`src/sesa_pkg.sv`:
```
package sesa_pkg;

  localparam int DataW = 64;

  localparam logic [2:0] OP_ADD = 3'd0;
  localparam logic [2:0] OP_SUB = 3'd1;
  localparam logic [2:0] OP_MUL = 3'd2;
  localparam logic [2:0] OP_DIV = 3'd3;
  localparam logic [2:0] OP_REM = 3'd4;
  localparam logic [2:0] OP_NEG = 3'd5;

  localparam logic [1:0] W_8  = 2'd0;
  localparam logic [1:0] W_16 = 2'd1;
  localparam logic [1:0] W_32 = 2'd2;
  localparam logic [1:0] W_64 = 2'd3;

  typedef enum logic [1:0] {
    K_DIRECT = 2'd0,
    K_MUL    = 2'd1,
    K_DIV    = 2'd2,
    K_REM    = 2'd3
  } kind_t;

  // For direct kinds, ua already holds the finished result.
  typedef struct packed {
    kind_t            kind;
    logic             err;
    logic             neg;
    logic [1:0]       wsel;
    logic [DataW-1:0] ua;
    logic [DataW-1:0] ub;
  } item_t;

  function automatic logic [DataW-1:0] top_of(input logic [1:0] wsel);
    logic [DataW-1:0] t;
    case (wsel)
      W_8:     t = 64'h0000_0000_0000_0080;
      W_16:    t = 64'h0000_0000_0000_8000;
      W_32:    t = 64'h0000_0000_8000_0000;
      W_64:    t = 64'h8000_0000_0000_0000;
      default: t = 64'h8000_0000_0000_0000;
    endcase
    return t;
  endfunction

  function automatic logic [DataW-1:0] marker_of(input logic [1:0] wsel);
    return DataW'(0) - top_of(wsel);
  endfunction

endpackage

```
`src/sesa_fifo.sv`:
```
module sesa_fifo #(
  parameter int Depth = 2
) (
  input  logic            clk,
  input  logic            rst,
  input  logic            push,
  input  sesa_pkg::item_t push_item,
  output logic            full,
  input  logic            pop,
  output logic            not_empty,
  output sesa_pkg::item_t head
);

  localparam int PtrW = $clog2(Depth);
  localparam int CntW = $clog2(Depth + 1);

  sesa_pkg::item_t mem [Depth];
  logic [PtrW-1:0] wr_ptr;
  logic [PtrW-1:0] rd_ptr;
  logic [CntW-1:0] count;
  logic            do_push;
  logic            do_pop;

  assign full      = (count == CntW'(Depth));
  assign not_empty = (count != '0);
  assign do_push   = push && !full;
  assign do_pop    = pop && not_empty;
  assign head      = mem[rd_ptr];

  always_ff @(posedge clk) begin
    if (do_push) begin
      mem[wr_ptr] <= push_item;
    end
  end

  always_ff @(posedge clk) begin
    if (rst) begin
      wr_ptr <= '0;
      rd_ptr <= '0;
      count  <= '0;
    end else begin
      if (do_push) begin
        wr_ptr <= (wr_ptr == PtrW'(Depth - 1)) ? '0 : wr_ptr + 1'b1;
      end
      if (do_pop) begin
        rd_ptr <= (rd_ptr == PtrW'(Depth - 1)) ? '0 : rd_ptr + 1'b1;
      end
      if (do_push && !do_pop) begin
        count <= count + 1'b1;
      end else if (do_pop && !do_push) begin
        count <= count - 1'b1;
      end
    end
  end

endmodule

```
`config.mk`:
```
export PLATFORM = sky130hd
export DESIGN_NAME = sesa_fifo
export DESIGN_NICKNAME = d
export VERILOG_FILES = /design/src/sesa_pkg.sv /design/src/sesa_fifo.sv
export SDC_FILE = /design/constraint.sdc
export NUM_CORES = 1
export LEC_CHECK = 0
export BUFFER_PORTS_ARGS = -buffer_cell sky130_fd_sc_hd__buf_2
export CORE_MARGIN = 10
export CORE_UTILIZATION = 40
export DETAILED_ROUTE_END_ITERATION = 10
export HOLD_SLACK_MARGIN = 0.02
export PLACE_DENSITY = 0.62
export SKIP_LAST_GASP = 1
export SYNTH_ARGS = -nofsm -noshare
export SYNTH_HDL_FRONTEND = slang
export SYNTH_SLANG_ARGS = --single-unit
```
`constraint.sdc`:
```
create_clock -name clk -period 6.7 [get_ports clk]
set_clock_uncertainty 0.15 [all_clocks]
set_input_delay 1.34 -clock clk [delete_from_list [all_inputs] [get_ports clk]]
set_output_delay 1.34 -clock clk [all_outputs]
set_load 0.005 [all_outputs]
```
Yosys cells after proc, flatten, opt, wreduce, memory -nomap -nowiden:

Memories as Yosys holds them, arrays and structs flattened. A register that Yosys moved wholly into a read port is not among the register bits.
Cells that the tools add are included.

* reductions and logical operators: 9
* muxes and demuxes: 8
* div/mod/pow operators: 0
* shifts and indexed selects: 0
* equality and inequality tests: 1
* add/sub/neg operators: 4
* $lt $le $gt $ge: 0
* multipliers: 0
* bitwise gates (word level): 0

Operator list (count)
* two-way mux 1 bit: 6
* logical AND 1 bit: 4
* two-way mux 2 bit: 2
* nonzero test 2 bit: 2
* zero test 1 bit: 3
* adder 1 bit, second input constant: 2
* adder 2 x 1 -> 2 bit, second input constant: 1
* == test 2 bit, second input constant: 1
* subtractor 2 x 1 -> 2 bit, second input constant: 1

* memories: 1
* ROM bits: 0
* logic and storage cells: 26
* bits in writable memories: 268
* flip-flop bits (word level): 4
* bits in latches: 0

Memory list
* mem: words 2, width 134, rd ports 1, clocked after memory_dff 1, write ports 1, line sesa_fifo.sv:17 `sesa_pkg::item_t mem [Depth];`

Depth between registers and ports, before layout:

Gate-level depths: netlist of run 1.

* depth after elaboration: 7
* mapped depth: 6
* depth with buffers taken out: 6

Worst setup path after synthesis of run 1:

No wires, ideal clock.

* path kind: input-to-reg
* start point: in push
* end point: mem mem[1][0] (netlist bit) (enable)
* data required time: 6.040 ns
* data arrival time: 4.610 ns
* stages: 3
* slack: 1.431 ns
* setup time: 0.510 ns
* path buffers: 0
* cells stage by stage: inv_1 -> nor2_1 -> and2_1

* cells in the longest elaborated chain, start to end: 3

Ends and longest elaborated chain
* start, declared: line sesa_fifo.sv:6 `input logic push,`
* logical AND 1 bit: line sesa_fifo.sv:26 `assign do_push = push && !full;`
* via do_push: line sesa_fifo.sv:21 `logic do_push;`
* two-way mux 1 bit: line sesa_fifo.sv:31 `if (do_push) begin`
* two-way mux 1 bit (implied by the code): line sesa_fifo.sv:32 `mem[wr_ptr] <= push_item;`
* end, declared: line sesa_fifo.sv:17

The timed path passes the listed nets, and every way through them passes these cells.

==> summary.md, run 1 <==
| Metric | Value |
|---|---|
| Sequential power share | `0.459` |
| NumNets Final | `873` |
| Router iterations before antenna repair | `6` |
| Synth Cell Area | `10100 sq um` |
| Commonest non-fill, non-tap cell in the layout | `buf_2` |
| Dpl hpwl | `about 15 mm` |
| First-pass GRT wire length | `a little over 30 mm` |
| Area growth syn-to-layout | `26.3%` |
| CP startpoint kind | `register` |
| Clock power share | `0.320` |
| GR Overflow Total | `0` |
| Crit path time final | `around 4100 ps` |
| Worst skew pair latency | `about 520 ps` |
| Critical path class | `reg2out` |
| Final setup vio count | `0` |
| DR vias | `5104` |
| Hold Crit Class | `reg2reg` |
| FF+latch area | `8150 sq um` |
| # resized after CTS | `0` |
| CP Max Fanout | `between 90 and 100` |
| WP data required | `between 5000 and 6000 ps` |
| Post-CTS Setup Bufs | `0` |
| DR DRC count | `0` |
| Overall power | `a little under 5 mW` |
| Post-synthesis sequential area ratio | `0.805` |
| Worst-case clock buffer depth | `3` |
| Initial core utilization | `0.404` |
| CTS Buf Count | `28` |
| Synth area leaders | `edfxtp_1 79%, mux2_4 8.9%, mux2_2 8.2%` |
| WL/cell | `19.3 um` |
| DRT iter0 DRCs | `about 250` |
| Syn_area_per_cell | `22.9 sq um` |
| CP Data Arrival Time | `around 2600 ps` |
| Row count | `between 50 and 60` |
| Fillers | `slightly above 2000` |
| CTS Sinks | `about 270` |
| Final count of hold timing violations | `0` |
| Post-detailed-route count of antenna-violating nets | `0` |
| Die W | `179 um` |
| Worst-Margin Slew | `794 ps` |
| Antenna violations before repair | `4` |
| Die Span Y | `~180 um` |
| Clock root buffer | `clkbuf_16` |
| Total negative slack | `0 ps` |
| Largest vdd supply drop | `about 0.00022 V` |
| Placed Cells | `a little over 1000` |
| Footprint of the multi-input gates | `1850 sq um` |
| Most frequent cells in the layout | `273 x buf_2, 268 x edfxtp_1, 74 x mux2_2` |
| Die area | `32100 sq um` |
| Slew Viols, Final | `0` |
| Comb pwr share | `0.220` |
| Vias/cell | `approximately 4.7` |
| Psw | `between 1 and 1.5 mW` |
| Largest net degree at the start of global routing | `between 90 and 100` |
| PD cells | `about 380 nW/um^2` |
| Yosys reg bits | `roughly 270` |
| Slew HR | `0.471` |
| Final wirelength | `between 20 and 25 mm` |
| Static Leak | `approximately 4.9 nW` |
| Post-Syn Instances | `around 440` |
| Buffers on Ports | `273` |
| RSZ-0062 raised after global routing | `false` |
| Tcrit/Tclk final | `0.605` |
| Count of cell types in the netlist | `16` |
| CTS tree | `done` |
| Post-Syn Nets | `between 500 and 600` |
| Synth warnings | `0` |
| Switching Share | `0.247` |
| Clk slew on worst S/H paths | `~60 ps` |
| Hold Buf Count CTS | `0` |
| Worst hold margin | `around 340 ps` |
| Gp weighted congestion | `about 0.73` |
| Layout cells sized above 1 | `0.604` |
| Maxcap violations | `0` |
| Outcome | `finished clean` |
| H-tree depth | `1` |
| Max Clock Freq | `approximately 0.25 GHz` |
| Io pins | `around 270` |
| Core ar. | `25000 sq um` |
| Yosys top cell area share | `0.795` |
| Post-synth top area cell | `edfxtp_1` |
| Internal | `approximately 3.7 mW` |
| Worst Setup End Kind | `output port` |
| Vias in the first global route | `about 5600` |
| Final non-filler cell total | `~1100` |
| GR Util All Layers | `0.124` |
[through the flow]
step            util  worst slack [ps]  instance area [sq um]
2_1_floorplan      -              1430                  10100
3_3_place_gp   0.473              2930                  11800
3_5_place_dp   0.473              2860                  11800
4_1_cts        0.511              2570                  12800
5_1_grt        0.511              2510                  12800
6_report       0.511              2650                  12800
[flip-flops by register name, summed over array words and instances, names as in the netlist, named ones only]
name    flops
mem       268
count       2
rd_ptr      1
wr_ptr      1
[cell type report]
type | count | area share
Antenna cell | 1 | 0.000196
Clock buffer | 37 | 0.0599
Clock inverter | 15 | 0.0144
Inverter | 2 | 0.000979
Multi-Input combinational cell | 152 | 0.144
Sequential cell | 273 | 0.638
Tap cell | 330 | 0.0323
Timing Repair Buffer | 277 | 0.110
[cells by family (layout without fill, tap and decap cells)]
family,count (synthesis),count (layout),synth area share
DFF,273,273,0.805
muxes,134,134,0.171
buffers and inverters,17,331,0.0131
and+or+nand+nor,9,9,0.00457
AOI/OAI and AO/OA,5,5,0.00247
xor gates and xnor gates,3,3,0.00260
adders and majority gates,1,1,0.00124
other,0,1,0
[cell usage after synthesis]
master,count
nor2_1,4
mux2_4,60
a21oi_1,2
or3_1,2
xor2_1,3
nor2b_1,1
and2_1,1
or2_2,1
edfxtp_1,268
ha_1,1
buf_6,8
buf_2,7
mux2_2,74
inv_1,2
o21ai_0,3
dfxtp_1,5
[path summary, 6_finish.rpt]
path                              start                     to  slack, ps  depth (start not counted)
setup / recovery               register              head[118]       2650                          3
hold / removal      wr_ptr$_SDFFE_PP0P_    wr_ptr$_SDFFE_PP0P_        340                          2
setup reg to reg  count[0]$_SDFFE_PP0P_  mem[0][114]$_DFFE_PP_       3850                          4
hold reg to reg     wr_ptr$_SDFFE_PP0P_    wr_ptr$_SDFFE_PP0P_        340                          2
[worst max-delay path: stages, from the launching register on]
cell	delay, ps
dfxtp_4	840
buf_12	440
mux2_2	400
buf_2	130
[power by group through the flow]
stage | clock (mW) | sequential [mW] | combinational, mW
after floorplan | 0 | 2.25 | 0.711
after global placement | 0 | 2.27 | 1.09
after detailed placement | 0 | 2.29 | 1.11
after CTS | 1.61 | 2.25 | 1.11
after global routing | 1.68 | 2.27 | 1.17
final | 1.57 | 2.25 | 1.08
[per-layer routing]
| layer | part of all wire | GRT usage | vias up |
|---|---|---|---|
| li1 | - | - | 2352 |
| met5 | 0.0015 | 0 | - |
| met2 | 0.49 | 0.212 | 199 |
| met1 | 0.38 | 0.144 | 2508 |
| met3 | 0.10 | 0.0461 | 41 |
| met4 | 0.020 | 0.0345 | 4 |
No activity file was read; power rests on OpenSTA's default activity.
==> run 2: changes to the inputs <==
==> constraint.sdc (replaced) <==
create_clock -name clk -period 3.9 [get_ports clk]
set_clock_uncertainty 0.15 [all_clocks]
set_input_delay 0.78 -clock clk [delete_from_list [all_inputs] [get_ports clk]]
set_output_delay 0.78 -clock clk [all_outputs]
set_load 0.005 [all_outputs]
==> run 2 against run 1 <==
  * Largest power group unchanged
  * First-iteration DRC count fell by 24%
  * Die area did not move
  * Design area fell by 0.42%
  * Worst hold slack got worse by 52 ps
  * Final cell count fell by 0.46%
  * Flip-flop and latch count did not move
  * Critical path depth did not move
  * Sequential share of layout area rose by 0.27 points
  * Clock power rose by 56%
==> summary.md, run 2 (synthesis gave the netlist of run 1 again) <==
| Metric | Value |
|---|---|
| Overall power | `8.19 mW (+67%)` |
| Dpl hpwl | `14.5 mm (about the same)` |
| Wire length on met2 | `9.92 mm (-4.2%)` |
| Hold path depth | `1 (-1)` |
| CTS Buf Count | `28 (unchanged)` |
| WP data required | `2970 ps (-2240 ps)` |
| ANT cells | `0 (-1)` |
| Critical path class | `reg2out` |
| Post-place setup slack | `1260 ps (-1600 ps)` |
| DR DRC count | `0 (unchanged)` |
| Hold Buf Count CTS | `0 (unchanged)` |
| CP startpoint kind | `register` |
| Reg2Reg Depth | `4 (unchanged)` |
| Largest net degree at the start of global routing | `135 (+47%)` |
| CTS Sinks | `273 (unchanged)` |
| Initial core utilization | `0.404 (unchanged)` |
| Worst Setup End Kind | `output port` |
| Setup WS post-layout | `1070 ps (-1570 ps)` |
| WL/cell | `19.0 um (-1.5%)` |
| CP Max Fanout | `73 (-20%)` |
| Die W | `179 um (unchanged)` |
| Row count | `58 (unchanged)` |
| Placed Cells | `1035 (+0.097%)` |
| Biggest register | `mem` |
| Uppermost routed layer | `met5` |
| RSZ-0062 raised after global routing | `false` |
| Maxcap violations | `0 (unchanged)` |
| Reg2Reg Setup Slack | `1690 ps (-2160 ps)` |
| Clk slew on worst S/H paths | `60 ps (about the same)` |
| Clock power share | `0.300 (-0.020)` |
| Final count of hold timing violations | `0 (unchanged)` |
| # resized after CTS | `0 (unchanged)` |
| Static Leak | `4.83 nW (-0.63%)` |
| Most frequent cells in the layout | `273 x buf_2, 268 x edfxtp_1, 74 x mux2_2` |
| Max Clock Freq | `about 0.35 GHz` |
| Final setup vio count | `0 (unchanged)` |
| Switching Share | `0.246 (-0.00116)` |
| Crit path to | `head[112]` |
| CP Data Arrival Time | `1900 ps (-660 ps)` |
| Clock root buffer | `clkbuf_16` |
| Die area | `32100 sq um (unchanged)` |
| Final wirelength | `20.6 mm (-2.0%)` |
| Worst-Margin Slew | `826 ps (+31.8 ps)` |
| Total negative slack | `0 ps (unchanged)` |
| R2r endpoint | `mem[0][68]$_DFFE_PP_` |
| Vias in the first global route | `5513 (-2.0%)` |
| Final non-filler cell total | `1082 (-0.46%)` |
| Top Registers | `mem: 268 flops, count: 2 flops` |
| GR Overflow Total | `0 (unchanged)` |
| Worst hold margin | `292 ps (-52.2 ps)` |
| GR Util All Layers | `0.121 (-0.00303)` |
| Metal3 WL | `2.11 mm (-3.4%)` |
| Tcrit/Tclk final | `0.724` |
| Hold Crit Class | `in2reg` |
| Commonest non-fill, non-tap cell in the layout | `buf_2` |
| Internal | `6.17 mW (+68%)` |
| Psw | `2.01 mW (+67%)` |
| Worst skew pair latency | `520 ps (about the same)` |
| Crit Reg-Reg Startpoint | `count[0]$_SDFFE_PP0P_` |
| Worst-case clock buffer depth | `3 (unchanged)` |
| Comb pwr share | `0.238 (+0.018)` |
| Buffers on Ports | `273 (unchanged)` |
| Io pins | `274 (unchanged)` |
| CTS tree | `done` |
| Slew Viols, Final | `0 (unchanged)` |
| Sequential power share | `0.462 (+0.003)` |
| Post-CTS Setup Bufs | `0 (unchanged)` |
| Layout cells sized above 1 | `0.600 (-0.00476)` |
| H-tree depth | `1 (unchanged)` |
| DR vias | `5067 (-0.72%)` |
| Largest vdd supply drop | `0.000381 V (+70%)` |
| Vias/cell | `4.68 (-0.27%)` |
| Antenna violations before repair | `2 (-2)` |
| Max reg flops | `268 (unchanged)` |
| Die Span Y | `179 um (unchanged)` |
| Outcome | `finished clean` |
| Area growth syn-to-layout | `25.7%` |
| First-pass GRT wire length | `30.5 mm (-1.8%)` |
| Router iterations before antenna repair | `4 (-2)` |
| DRT iter0 DRCs | `186 (-24%)` |
| Post-detailed-route count of antenna-violating nets | `0 (unchanged)` |
| Slew HR | `0.449 (-0.0212)` |
| NumNets Final | `874 (+0.11%)` |
| PD cells | `643 nW/um^2 (+68%)` |
| Gp weighted congestion | `0.731 (-0.45%)` |
| Core ar. | `25000 sq um (unchanged)` |
| Post-Route M1 WL | `8.01 mm (-0.19%)` |
| Crit path time final | `around 2800 ps` |
==> run 2: critical path, stage by stage, from the launching register on <==
cell and delay, ps:
dfxtp_4 370, buf_12 390, mux2_2 410, buf_2 140
==> run 2: power groups by stage <==
| stage | Clock, mW | Sequential, mW | Combinational, mW |
|---|---|---|---|
| 6_report | 2.45 | 3.78 | 1.95 |
| 5_1_grt | 2.65 | 3.82 | 2.12 |
| 2_1_floorplan | 0 | 3.84 | 1.22 |
| 3_3_place_gp | 0 | 3.82 | 1.98 |
| 4_1_cts | 2.54 | 3.79 | 2.01 |
| 3_5_place_dp | 0 | 3.85 | 2.00 |
==> run 2: worst min path at each step <==
| stage | from | endpoint | slack, ps |
|---|---|---|---|
| 2_1_floorplan | wr_ptr$_SDFFE_PP0P_ | wr_ptr$_SDFFE_PP0P_ | 300 |
| 3_3_place_gp | wr_ptr$_SDFFE_PP0P_ | wr_ptr$_SDFFE_PP0P_ | 330 |
| 3_5_place_dp | wr_ptr$_SDFFE_PP0P_ | wr_ptr$_SDFFE_PP0P_ | 340 |
| 4_1_cts | push_item[36] | mem[0][36]$_DFFE_PP_ | 260 |
| 5_1_grt | push_item[111] | mem[1][111]$_DFFE_PP_ | 270 |
| 6_report | push_item[36] | mem[0][36]$_DFFE_PP_ | 290 |
==> run 2: cell type report <==
cell class	count	area, sq um
tap	330	413
timing repair buffer	278	1450
inverter	2	11.3
fill	2059	12300
multi-input combinational	152	1850
clock inverter	11	103
clock buffer	36	752
sequential	273	8150
==> run 2: stage by stage <==
stage	utilization	instance area [sq um]
after CTS	0.508	12700
after floorplan	-	10100
final	0.508	12700
after global routing	0.508	12700
after global placement	0.474	11900
after detailed placement	0.474	11900
==> run 2: per-layer routing <==
metal,global-route usage,vias up
met5,0,-
met3,0.0419,41
met4,0.0338,4
met1,0.145,2473
met2,0.203,212
li1,-,2337
